--- config.mk ---
export PLATFORM = sky130hd
export DESIGN_NAME = sha256_stream_hash
export DESIGN_NICKNAME = d
export VERILOG_FILES = /design/src/hw/rtl/sha256sh_pkg.sv /design/src/hw/rtl/sha256sh_dp.sv /design/src/hw/rtl/sha256sh_ctrl.sv /design/src/hw/rtl/sha256_stream_hash.sv
export VERILOG_INCLUDE_DIRS = /design/src /design/src/hw/rtl
export SDC_FILE = /design/constraint.sdc
export NUM_CORES = 2
export LEC_CHECK = 0
export BUFFER_PORTS_ARGS = -buffer_cell sky130_fd_sc_hd__buf_2
export CAP_MARGIN = 20
export CORE_MARGIN = 2
export CORE_UTILIZATION = 45
export CTS_BUF_LIST = sky130_fd_sc_hd__clkbuf_8
export CTS_CLUSTER_DIAMETER = 80
export DETAILED_ROUTE_END_ITERATION = 12
export GPL_ROUTABILITY_DRIVEN = 1
export SLEW_MARGIN = 10
export SYNTH_ARGS = -nofsm -noshare
export SYNTH_HDL_FRONTEND = slang
export SYNTH_SLANG_ARGS = --single-unit
--- constraint.sdc ---
create_clock -name clock -period 8.75 [get_ports clock]
set_input_delay 1.75 -clock clock [delete_from_list [all_inputs] [get_ports clock]]
set_output_delay 1.75 -clock clock [all_outputs]
set_load 0.005 [all_outputs]
--- src/hw/rtl/sha256_stream_hash_defines.svh ---
// ----------------------------------------------------------------------------
// sha256_stream_hash_defines.svh
// Assertion macros shared by the stream hash modules.
// ----------------------------------------------------------------------------
`ifndef SHA256_STREAM_HASH_DEFINES_SVH
`define SHA256_STREAM_HASH_DEFINES_SVH
`ifndef SYNTHESIS
// Same-cycle implication checked on every rising clock edge outside reset.
`define SHS_ASSERT_IMPL(lbl, clk, rst, ante, cons, msg) \
   lbl: assert property (@(posedge clk) disable iff (rst) (ante) |-> (cons)) else $error(msg);
// Next-cycle implication checked on every rising clock edge outside reset.
`define SHS_ASSERT_NEXT(lbl, clk, rst, ante, cons, msg) \
   lbl: assert property (@(posedge clk) disable iff (rst) (ante) |=> (cons)) else $error(msg);
`else
`define SHS_ASSERT_IMPL(lbl, clk, rst, ante, cons, msg)
`define SHS_ASSERT_NEXT(lbl, clk, rst, ante, cons, msg)
`endif
`endif

--- src/hw/rtl/sha256sh_pkg.sv ---
// ----------------------------------------------------------------------------
// sha256sh_pkg
// Types, round constants and bit functions of the SHA-256 stream hash.
// ----------------------------------------------------------------------------
package sha256sh_pkg;

   localparam int LEN_W = 61;
   localparam logic [LEN_W-1:0] LEN_MAX = {LEN_W{1'b1}};
   localparam logic [5:0] LAST_POS = 6'd63;
   localparam logic [5:0] ROOM_POS = 6'd55;
   localparam logic [7:0] PAD_BYTE = 8'h80;

   localparam logic [31:0] IV_TABLE [8] = '{
      32'h6a09e667, 32'hbb67ae85, 32'h3c6ef372, 32'ha54ff53a,
      32'h510e527f, 32'h9b05688c, 32'h1f83d9ab, 32'h5be0cd19
   };

   localparam logic [31:0] K_TABLE [64] = '{
      32'h428a2f98, 32'h71374491, 32'hb5c0fbcf, 32'he9b5dba5,
      32'h3956c25b, 32'h59f111f1, 32'h923f82a4, 32'hab1c5ed5,
      32'hd807aa98, 32'h12835b01, 32'h243185be, 32'h550c7dc3,
      32'h72be5d74, 32'h80deb1fe, 32'h9bdc06a7, 32'hc19bf174,
      32'he49b69c1, 32'hefbe4786, 32'h0fc19dc6, 32'h240ca1cc,
      32'h2de92c6f, 32'h4a7484aa, 32'h5cb0a9dc, 32'h76f988da,
      32'h983e5152, 32'ha831c66d, 32'hb00327c8, 32'hbf597fc7,
      32'hc6e00bf3, 32'hd5a79147, 32'h06ca6351, 32'h14292967,
      32'h27b70a85, 32'h2e1b2138, 32'h4d2c6dfc, 32'h53380d13,
      32'h650a7354, 32'h766a0abb, 32'h81c2c92e, 32'h92722c85,
      32'ha2bfe8a1, 32'ha81a664b, 32'hc24b8b70, 32'hc76c51a3,
      32'hd192e819, 32'hd6990624, 32'hf40e3585, 32'h106aa070,
      32'h19a4c116, 32'h1e376c08, 32'h2748774c, 32'h34b0bcb5,
      32'h391c0cb3, 32'h4ed8aa4a, 32'h5b9cca4f, 32'h682e6ff3,
      32'h748f82ee, 32'h78a5636f, 32'h84c87814, 32'h8cc70208,
      32'h90befffa, 32'ha4506ceb, 32'hbef9a3f7, 32'hc67178f2
   };

   // Commands from the controller to the datapath.
   typedef struct packed {
      logic accept;
      logic start_run;
      logic start_pad1;
      logic start_pad2;
      logic round;
      logic fin_run;
      logic fin_pad;
      logic next_word;
   } cmd_type;

   // Status from the datapath to the controller.
   typedef struct packed {
      logic full;
      logic need_two;
      logic rnd_last;
      logic word_last;
   } sts_type;

   function automatic logic [31:0] big_sig0(input logic [31:0] x);
      return {x[1:0], x[31:2]} ^ {x[12:0], x[31:13]} ^ {x[21:0], x[31:22]};
   endfunction

   function automatic logic [31:0] big_sig1(input logic [31:0] x);
      return {x[5:0], x[31:6]} ^ {x[10:0], x[31:11]} ^ {x[24:0], x[31:25]};
   endfunction

   function automatic logic [31:0] sml_sig0(input logic [31:0] x);
      return {x[6:0], x[31:7]} ^ {x[17:0], x[31:18]} ^ {3'b000, x[31:3]};
   endfunction

   function automatic logic [31:0] sml_sig1(input logic [31:0] x);
      return {x[16:0], x[31:17]} ^ {x[18:0], x[31:19]} ^ {10'b0, x[31:10]};
   endfunction

   // Byte lane of a byte position inside its big-endian word.
   function automatic logic [31:0] lane(input logic [1:0] p, input logic [7:0] b);
      logic [31:0] r;
      case (p)
         2'd0: r = {b, 24'h0};
         2'd1: r = {8'h0, b, 16'h0};
         2'd2: r = {16'h0, b, 8'h0};
         default: r = {24'h0, b};
      endcase
      return r;
   endfunction

endpackage

--- src/hw/rtl/sha256sh_dp.sv ---
// ----------------------------------------------------------------------------
// sha256sh_dp
// Datapath: running hash, block buffer, length, round engine and digest.
// ----------------------------------------------------------------------------
`include "sha256_stream_hash_defines.svh"

module sha256sh_dp (
   input  logic                  clock,
   input  logic                  reset,
   input  sha256sh_pkg::cmd_type cmd,
   output sha256sh_pkg::sts_type sts,
   input  logic [7:0]            req_data_byte,
   input  logic                  req_byte_valid,
   input  logic                  req_start_message,
   output logic [31:0]           rsp_digest_word,
   output logic [2:0]            rsp_word_index,
   output logic                  rsp_last_word,
   output logic                  rsp_length_overflow
);

   logic [31:0] hash_ff [8];
   logic [31:0] buf_ff [16];
   logic [sha256sh_pkg::LEN_W-1:0] len_ff;
   logic ovf_ff;
   logic full_ff;
   logic [31:0] base_ff [8];
   logic [31:0] wv_ff [8];
   logic [31:0] w_ff [16];
   logic [5:0] rnd_ff;
   logic [2:0] idx_ff;

   logic [31:0] buf_in [16];
   logic [sha256sh_pkg::LEN_W-1:0] len_cur;
   logic [5:0] acc_pos;
   logic take;
   logic [5:0] pos;
   logic [63:0] bits;
   logic [31:0] pad1 [16];
   logic [31:0] pad2 [16];
   logic [31:0] sum [8];
   logic [31:0] t1;
   logic [31:0] t2;
   logic [31:0] w_new;

   // Absorb: restart first, then place the byte at the current position.
   always_comb begin
      len_cur = req_start_message ? '0 : len_ff;
      acc_pos = len_cur[5:0];
      take    = req_byte_valid && (len_cur != sha256sh_pkg::LEN_MAX);
      for (int i = 0; i < 16; i++) begin
         buf_in[i] = req_start_message ? 32'h0 : buf_ff[i];
         if (take && (acc_pos[5:2] == 4'(i))) begin
            buf_in[i] = buf_in[i] | sha256sh_pkg::lane(acc_pos[1:0], req_data_byte);
         end
      end
   end

   // Padded blocks. Bytes past the fill point are always zero in the buffer.
   always_comb begin
      pos  = len_ff[5:0];
      bits = {len_ff, 3'b000};
      for (int i = 0; i < 16; i++) begin
         pad1[i] = buf_ff[i];
         pad2[i] = 32'h0;
         if (pos[5:2] == 4'(i)) begin
            pad1[i] = buf_ff[i] | sha256sh_pkg::lane(pos[1:0], sha256sh_pkg::PAD_BYTE);
         end
      end
      pad2[14] = bits[63:32];
      pad2[15] = bits[31:0];
      if (pos <= sha256sh_pkg::ROOM_POS) begin
         pad1[14] = bits[63:32];
         pad1[15] = bits[31:0];
      end
   end

   // One compression round and the schedule word for sixteen rounds ahead.
   always_comb begin
      t1 = wv_ff[7] + sha256sh_pkg::big_sig1(wv_ff[4])
         + ((wv_ff[4] & wv_ff[5]) ^ (~wv_ff[4] & wv_ff[6]))
         + sha256sh_pkg::K_TABLE[rnd_ff] + w_ff[0];
      t2 = sha256sh_pkg::big_sig0(wv_ff[0])
         + ((wv_ff[0] & wv_ff[1]) ^ (wv_ff[0] & wv_ff[2]) ^ (wv_ff[1] & wv_ff[2]));
      w_new = w_ff[0] + sha256sh_pkg::sml_sig0(w_ff[1]) + w_ff[9]
            + sha256sh_pkg::sml_sig1(w_ff[14]);
      for (int i = 0; i < 8; i++) begin
         sum[i] = base_ff[i] + wv_ff[i];
      end
   end

   // State registers.
   always_ff @(posedge clock) begin
      if (reset) begin
         for (int i = 0; i < 8; i++) begin
            hash_ff[i] <= sha256sh_pkg::IV_TABLE[i];
         end
         for (int i = 0; i < 16; i++) begin
            buf_ff[i] <= 32'h0;
         end
         len_ff  <= '0;
         ovf_ff  <= 1'b0;
         full_ff <= 1'b0;
         rnd_ff  <= '0;
         idx_ff  <= '0;
      end else begin
         if (cmd.accept) begin
            if (req_start_message) begin
               for (int i = 0; i < 8; i++) begin
                  hash_ff[i] <= sha256sh_pkg::IV_TABLE[i];
               end
            end
            for (int i = 0; i < 16; i++) begin
               buf_ff[i] <= buf_in[i];
            end
            len_ff  <= take ? len_cur + 1'b1 : len_cur;
            ovf_ff  <= (req_start_message ? 1'b0 : ovf_ff) | (req_byte_valid && !take);
            full_ff <= take && (acc_pos == sha256sh_pkg::LAST_POS);
         end
         if (cmd.start_run || cmd.start_pad1 || cmd.start_pad2) begin
            rnd_ff <= '0;
            idx_ff <= '0;
         end
         if (cmd.round) begin
            rnd_ff <= rnd_ff + 1'b1;
         end
         if (cmd.next_word) begin
            idx_ff <= idx_ff + 1'b1;
         end
         if (cmd.fin_run) begin
            for (int i = 0; i < 8; i++) begin
               hash_ff[i] <= sum[i];
            end
            for (int i = 0; i < 16; i++) begin
               buf_ff[i] <= 32'h0;
            end
            full_ff <= 1'b0;
         end
      end
   end

   // Round engine and chaining value.
   always_ff @(posedge clock) begin
      if (cmd.start_run || cmd.start_pad1) begin
         for (int i = 0; i < 8; i++) begin
            base_ff[i] <= hash_ff[i];
            wv_ff[i]   <= hash_ff[i];
         end
      end else if (cmd.start_pad2) begin
         for (int i = 0; i < 8; i++) begin
            wv_ff[i] <= base_ff[i];
         end
      end else if (cmd.round) begin
         wv_ff[0] <= t1 + t2;
         wv_ff[1] <= wv_ff[0];
         wv_ff[2] <= wv_ff[1];
         wv_ff[3] <= wv_ff[2];
         wv_ff[4] <= wv_ff[3] + t1;
         wv_ff[5] <= wv_ff[4];
         wv_ff[6] <= wv_ff[5];
         wv_ff[7] <= wv_ff[6];
      end else if (cmd.fin_run || cmd.fin_pad) begin
         for (int i = 0; i < 8; i++) begin
            base_ff[i] <= sum[i];
         end
      end
      // Message schedule window.
      if (cmd.start_run) begin
         for (int i = 0; i < 16; i++) begin
            w_ff[i] <= buf_ff[i];
         end
      end else if (cmd.start_pad1) begin
         for (int i = 0; i < 16; i++) begin
            w_ff[i] <= pad1[i];
         end
      end else if (cmd.start_pad2) begin
         for (int i = 0; i < 16; i++) begin
            w_ff[i] <= pad2[i];
         end
      end else if (cmd.round) begin
         for (int i = 0; i < 15; i++) begin
            w_ff[i] <= w_ff[i+1];
         end
         w_ff[15] <= w_new;
      end
   end

   // Status and result ports.
   assign sts.full      = full_ff;
   assign sts.need_two  = (pos > sha256sh_pkg::ROOM_POS);
   assign sts.rnd_last  = (rnd_ff == sha256sh_pkg::LAST_POS);
   assign sts.word_last = (idx_ff == 3'd7);

   assign rsp_digest_word     = base_ff[idx_ff];
   assign rsp_word_index      = idx_ff;
   assign rsp_last_word       = (idx_ff == 3'd7);
   assign rsp_length_overflow = ovf_ff;

   `SHS_ASSERT_IMPL(a_full_aligned, clock, reset, full_ff, len_ff[5:0] == 6'd0, "full block not aligned")
   `SHS_ASSERT_IMPL(a_fin_after_64, clock, reset, cmd.fin_run || cmd.fin_pad, rnd_ff == 6'd0, "compression finished early")
   `SHS_ASSERT_NEXT(a_ovf_sticky, clock, reset, ovf_ff && !(cmd.accept && req_start_message), ovf_ff, "overflow flag lost")

endmodule

--- src/hw/rtl/sha256sh_ctrl.sv ---
// ----------------------------------------------------------------------------
// sha256sh_ctrl
// Controller: sequences absorb, block compression, padding and digest beats.
// ----------------------------------------------------------------------------
`include "sha256_stream_hash_defines.svh"

module sha256sh_ctrl (
   input  logic                  clock,
   input  logic                  reset,
   input  logic                  req_valid,
   output logic                  req_ready,
   input  logic                  req_emit_digest,
   output logic                  rsp_valid,
   input  logic                  rsp_ready,
   output sha256sh_pkg::cmd_type cmd,
   input  sha256sh_pkg::sts_type sts
);

   typedef enum logic [7:0] {
      S_IDLE    = 8'b0000_0001,
      S_CHECK   = 8'b0000_0010,
      S_RUN     = 8'b0000_0100,
      S_FIN_RUN = 8'b0000_1000,
      S_PAD1    = 8'b0001_0000,
      S_PAD2    = 8'b0010_0000,
      S_FIN_PAD = 8'b0100_0000,
      S_OUT     = 8'b1000_0000
   } state_type;

   state_type state_ff, state_in;
   logic emit_ff, emit_in;
   logic pad_ff, pad_in;
   logic second_ff, second_in;

   assign req_ready = (state_ff == S_IDLE);
   assign rsp_valid = (state_ff == S_OUT);

   // Next state and command decode.
   always_comb begin
      state_in  = state_ff;
      emit_in   = emit_ff;
      pad_in    = pad_ff;
      second_in = second_ff;
      cmd       = '0;
      unique case (state_ff)
         S_IDLE: begin
            if (req_valid) begin
               cmd.accept = 1'b1;
               emit_in    = req_emit_digest;
               state_in   = S_CHECK;
            end
         end
         S_CHECK: begin
            if (sts.full) begin
               cmd.start_run = 1'b1;
               pad_in        = 1'b0;
               state_in      = S_RUN;
            end else if (emit_ff) begin
               state_in = S_PAD1;
            end else begin
               state_in = S_IDLE;
            end
         end
         S_RUN: begin
            cmd.round = 1'b1;
            if (sts.rnd_last) begin
               state_in = pad_ff ? S_FIN_PAD : S_FIN_RUN;
            end
         end
         S_FIN_RUN: begin
            cmd.fin_run = 1'b1;
            state_in    = emit_ff ? S_PAD1 : S_IDLE;
         end
         S_PAD1: begin
            cmd.start_pad1 = 1'b1;
            pad_in         = 1'b1;
            second_in      = 1'b0;
            state_in       = S_RUN;
         end
         S_PAD2: begin
            cmd.start_pad2 = 1'b1;
            second_in      = 1'b1;
            state_in       = S_RUN;
         end
         S_FIN_PAD: begin
            cmd.fin_pad = 1'b1;
            state_in    = (sts.need_two && !second_ff) ? S_PAD2 : S_OUT;
         end
         S_OUT: begin
            if (rsp_ready) begin
               cmd.next_word = 1'b1;
               if (sts.word_last) begin
                  state_in = S_IDLE;
               end
            end
         end
         default: state_in = S_IDLE;
      endcase
   end

   always_ff @(posedge clock) begin
      if (reset) begin
         state_ff  <= S_IDLE;
         emit_ff   <= 1'b0;
         pad_ff    <= 1'b0;
         second_ff <= 1'b0;
      end else begin
         state_ff  <= state_in;
         emit_ff   <= emit_in;
         pad_ff    <= pad_in;
         second_ff <= second_in;
      end
   end

   `SHS_ASSERT_IMPL(a_no_overlap, clock, reset, rsp_valid, !req_ready, "accepting during digest output")
   `SHS_ASSERT_NEXT(a_accept_check, clock, reset, req_valid && req_ready, state_ff == S_CHECK, "accepted beat not checked")
   `SHS_ASSERT_NEXT(a_run_ends, clock, reset, state_ff == S_RUN && sts.rnd_last, state_ff == S_FIN_RUN || state_ff == S_FIN_PAD, "rounds did not finish")

endmodule

--- src/hw/rtl/sha256_stream_hash.sv ---
// Each input beat passes through a check state; one that completes a 64-byte block also
// runs a compression. A digest request runs one or two padding compressions before its
// eight result beats, which then leave at one per cycle while rsp_ready is high.
// The single round engine (one round per cycle, 64 per block) sets the throughput.
// Synchronous active-high reset loads the initial hash and clears buffer and length.
// ----------------------------------------------------------------------------
// sha256_stream_hash
// Incremental SHA-256 over a byte stream with on-demand digest output.
// ----------------------------------------------------------------------------
module sha256_stream_hash (
   input  logic        clock,
   input  logic        reset,
   input  logic        req_valid,
   output logic        req_ready,
   input  logic [7:0]  req_data_byte,
   input  logic        req_byte_valid,
   input  logic        req_start_message,
   input  logic        req_emit_digest,
   output logic        rsp_valid,
   input  logic        rsp_ready,
   output logic [31:0] rsp_digest_word,
   output logic [2:0]  rsp_word_index,
   output logic        rsp_last_word,
   output logic        rsp_length_overflow
);

   sha256sh_pkg::cmd_type cmd;
   sha256sh_pkg::sts_type sts;

   // Sequencer.
   sha256sh_ctrl u_ctrl (
      .clock           (clock),
      .reset           (reset),
      .req_valid       (req_valid),
      .req_ready       (req_ready),
      .req_emit_digest (req_emit_digest),
      .rsp_valid       (rsp_valid),
      .rsp_ready       (rsp_ready),
      .cmd             (cmd),
      .sts             (sts)
   );

   // Hash state and round engine.
   sha256sh_dp u_dp (
      .clock               (clock),
      .reset               (reset),
      .cmd                 (cmd),
      .sts                 (sts),
      .req_data_byte       (req_data_byte),
      .req_byte_valid      (req_byte_valid),
      .req_start_message   (req_start_message),
      .rsp_digest_word     (rsp_digest_word),
      .rsp_word_index      (rsp_word_index),
      .rsp_last_word       (rsp_last_word),
      .rsp_length_overflow (rsp_length_overflow)
   );

endmodule

==> results.md <==
Timing:
- The final worst clock skew is 0.121 ns.
- The maximum operating frequency is 120 MHz.
- The count of pins over their slew limit was 0.
- The total of endpoints with negative setup slack in the final report is 0.
- For the pin with the worst max-slew slack, the measured transition is 1.30 ns.
- The ratio of final minimum period to clock period is 95.4%.
- The tightest hold path in the finished design has a slack of 0.433 ns.
- The tightest slew margin relative to the limit is 13.0%.
- The post-layout minimum cycle time is 8.35 ns.
- The sum of negative setup slack is 0 ns.
- The final hold violation count is 0.
- The final setup slack of the worst path is 0.404 ns.

Clock network:
- The number of buffers added for setup after CTS is 0.
- For this design, the sink count on the clock tree is 1,878.
- Buffers inserted to repair hold after CTS numbered 0.
- The maximum clock insertion buffer count is 4.
- TritonCTS created 346 clock buffers.
- Once the clock tree was built, the resizer swapped 0 gates to a different size.
- The TritonCTS clock tree is yes.
- The number of H-tree levels is 5.
- The clock latency reported for the late side of the worst-skew pair is 1.13 ns.
- The CTS clock-pin slew for the worst setup and hold paths is 0.06 ns.
- The clock root buffer is clkbuf_8.

Outcome:
- The run finished with clean final reports.

Yosys:
- The library cell with the highest instance count after synthesis is edfxtp_1.
- After synthesis, the share of flip-flops with an asynchronous set or reset is 0%.
- The count of flip-flops with a built-in enable after synthesis is 1,504.
- After synthesis, the largest area contributor takes up 42.9% of total cell area.
- Yosys attributes the largest share of cell area to edfxtp_1, dfxtp_1, a22o_1.
- The post-synthesis instance total is 9,996.
- Measured against the total synthesized area, the mux share comes to 2.30%.
- Among all flip-flop cells after synthesis, the most frequent one is edfxtp_1.
- The post-synthesis cell type with the largest combined area is edfxtp_1.
- Sequential elements use 50.0% of the synthesized area.
- The post-synth design cell area is 105,000 um^2.
- Ranked by instance count, the synthesized netlist is headed by edfxtp_1, nand2_1, nor2_1.
- The post-synthesis adder-cell area fraction is 8.69%.
- By area, the combinational part of the netlist is dominated by compound AO/OA/AOI/OAI gates.
- The register bit count reported by yosys is 1,878.
- The number of different library cells in the post-synthesis netlist is 99.
- A synthesized cell averages 10.5 um^2.
- The number of nets produced by synthesis is 10,600.
- The xor/xnor share of the synthesized area is 5.33%.
- The compound-gate portion of the synthesized area is 18.2%.
- The simple-gate area share of the yosys netlist is 11.9%.
- The Yosys warning count is 0.

Critical path:
- The slowest stage of the critical path is the mux4_2 cell.
- The cell repeated most along the worst path is a21oi_1.
- For this run, the slowest stage of the critical path takes 0.52 ns.
- The worst endpoint required time is 9.53 ns.
- The data arrival time of the worst path is 9.12 ns.
- In this run the critical register-to-register path is captured at u_dp.wv_ff[2][31].
- The worst register-to-register path begins at u_dp.rnd_ff[1].
- The worst reg-to-reg path cell count is 32.
- STA classifies the critical path endpoint as a flip-flop.
- STA classifies the critical path startpoint as a flip-flop.
- The worst setup path is of the reg -> reg kind.
- The most critical setup path has its startpoint at u_dp.rnd_ff[1].
- The critical path ends at u_dp.wv_ff[2][31].
- In this run the worst path has a maximum fanout of 10.
- The setup slack of the worst register-to-register path is 0.40 ns.

Die:
- The area of the placeable core is 233,000 um^2.
- 54 I/O pins were placed.
- The initial utilization of the core area, before any placement, comes to 45.3%.
- From left edge to right edge, the die measures 488 um.
- The floorplan die area is 238,000 um^2.
- The die is 488 um tall.
- After floorplanning, the core was divided into 177 placement rows.

Place:
- The HPWL reported at the end of detailed placement is 263,000 um.
- The setup slack at placement is 0.0931 ns.
- Input and output buffers added on the ports amount to 53.
- The congestion estimate from routability-driven global placement came to 0.985.

Pwr:
- IR analysis of the VDD net gives a maximum drop of 181 uV.
- The reported leakage power is 45.1 nW.
- Dividing total power by cell area gives a power density of 160 nW/um^2.

Final layout:
- At the end of the flow, the number of nets in the layout was 10,600.
- After filler insertion, the fill cell instance count of the layout stands at 21,200.
- The area overhead of the layout relative to synthesis is 10.2%.
- In the final layout, the share of cells above drive strength 1 is 9.92%.

Drt:
- The mean routed wirelength per cell is 28.7 um.
- After detailed routing, the number of remaining DRC violations is 0.
- The total wirelength of the detailed-routed design is 382,000 um.
- The average via count per standard cell is 6.26.
- The first-iteration detailed-routing DRC count is 9,120.
- The routed layout has 83,300 vias.
- The first detailed-routing pass ran for 7 iterations.
- The count of nets left with antenna violations once routing finished came out at 0.

Run:
- Across the run, the number of max-cap violations was 0.

Global route:
- The total overflow reported by the global router is 0.
- The via count of the first global-routing pass is 80,700.
- The maximum number of pins on one net before global-route repair is 192.
- The number of antenna violations at the first check in global routing was 15.
- The first-pass GRT wire length is 556,000 um.
- Global routing consumed, over all layers together, 31.5% of the routing resources.

Min path:
- The min-delay analysis places its worst path in the category reg -> reg.
-- worst max-delay path, delay by kind of cell, from the launching register on --
kind,cells,cell delay (ns)
AOI/OAI and AO/OA,14,2.67
xor gates and xnor gates,2,0.67
adders and majority gates,6,2.44
buffers and inverters,5,0.62
DFF,1,0.38
muxes,1,0.52
and+or+nand+nor,4,0.80
-- power breakdown --
part / internal (mW) / switching, mW / leakage (nW)
Combinational: 0.170 / 0.370 / 23.8
Clock: 4.24 / 3.91 / 3.80
Sequential: 9.74 / 0.0696 / 17.5
-- state kept, by name, indices dropped and copies added (netlist names), named ones only --
| signal | cells |
|---|---|
| u_ctrl.second_ff | 1 |
| u_dp.rsp_word_index | 3 |
| u_dp.rsp_length_overflow | 1 |
| u_dp.buf_ff | 512 |
| u_dp.full_ff | 1 |
| u_dp.len_ff | 61 |
| u_dp.w_ff | 512 |
| u_dp.hash_ff | 256 |
| u_dp.wv_ff | 256 |
| u_ctrl.pad_ff | 1 |
| u_ctrl.emit_ff | 1 |
| u_ctrl.state_ff | 8 |
| u_dp.rnd_ff | 6 |
| u_dp.base_ff | 256 |
-- layer usage --
metal  track usage, %  vias up  wire length [um]  part of all wire, %
met5                0        -                71                0.019
met4             16.2       12             22400                  5.9
met3             4.59      814             28600                  7.5
met2             50.6     3892            177000                   46
met1             41.3    41800            154000                   40
li1                 -    36800                 -                    -
-- cells in the final DEF, fill, tap and decap left out, types with 21 or more instances in the layout --
cell type	instances
edfxtp_1	1504
nand2_1	1275
nor2_1	963
a22o_1	586
o21ai_0	525
a21oi_1	475
inv_1	423
xnor2_1	418
ha_1	397
clkbuf_8	396
dfxtp_1	368
a31oi_1	295
buf_4	273
a22oi_1	264
xor2_1	218
fa_1	195
a21o_1	188
nand3_1	164
and3_1	80
nor3_1	79
nand2b_1	78
mux4_2	69
o21a_1	56
nor2b_1	52
buf_2	52
a211oi_1	47
clkinv_1	46
mux2_2	45
o211ai_1	40
o21bai_1	37
mux2i_1	36
or3_1	34
clkinv_2	32
o31ai_1	31
a222oi_1	29
nand4_1	28
maj3_1	26
and2_1	23
o22ai_1	23
a311oi_1	21
-- final cells by class --
| class | instances | area, um^2 | share of cell area, % |
|---|---|---|---|
| Sequential cell | 1878 | 52700 | 45.4 |
| Multi-Input combinational cell | 7129 | 49200 | 42.4 |
| Clock buffer | 396 | 5450 | 4.70 |
| Tap cell | 3043 | 3810 | 3.28 |
| Timing Repair Buffer | 343 | 2660 | 2.29 |
| Inverter | 307 | 1170 | 1.01 |
| Clock inverter | 222 | 1060 | 0.912 |
| Antenna cell | 5 | 12.5 | 0.0108 |
-- logic make-up (layout without fill, tap and decap cells) --
logic type                 Yosys count  count (layout)
muxes                              150             150
adders and majority gates          619             619
buffers and inverters              989            1268
and+or+nand+nor                   2922            2922
AOI/OAI and AO/OA                 2798            2798
DFF                               1878            1878
other                                0               5
xor gates and xnor gates           640             640
-- worst min path at each step --
stage,from,end,cells past startpoint
final,u_ctrl.pad_ff,u_ctrl.state_ff[3],1
after floorplan,u_ctrl.pad_ff,u_ctrl.state_ff[3],1
after global placement,u_ctrl.pad_ff,u_ctrl.state_ff[3],1
after global routing,u_ctrl.pad_ff,u_ctrl.state_ff[3],1
after detailed placement,u_ctrl.pad_ff,u_ctrl.state_ff[3],1
after CTS,u_ctrl.pad_ff,u_ctrl.state_ff[3],1
-- through the flow --
stage,utilization (%),power [mW],cells,cell area [um^2]
after floorplan,-,10.3,9996,105000
after global placement,47.0,10.5,12700,109000
after detailed placement,47.1,10.5,12700,109000
after CTS,49.8,18.6,13300,116000
after global routing,49.9,19.0,13300,116000
final,49.9,18.5,13300,116000
Note: power is estimated with default switching activity, not from simulation.
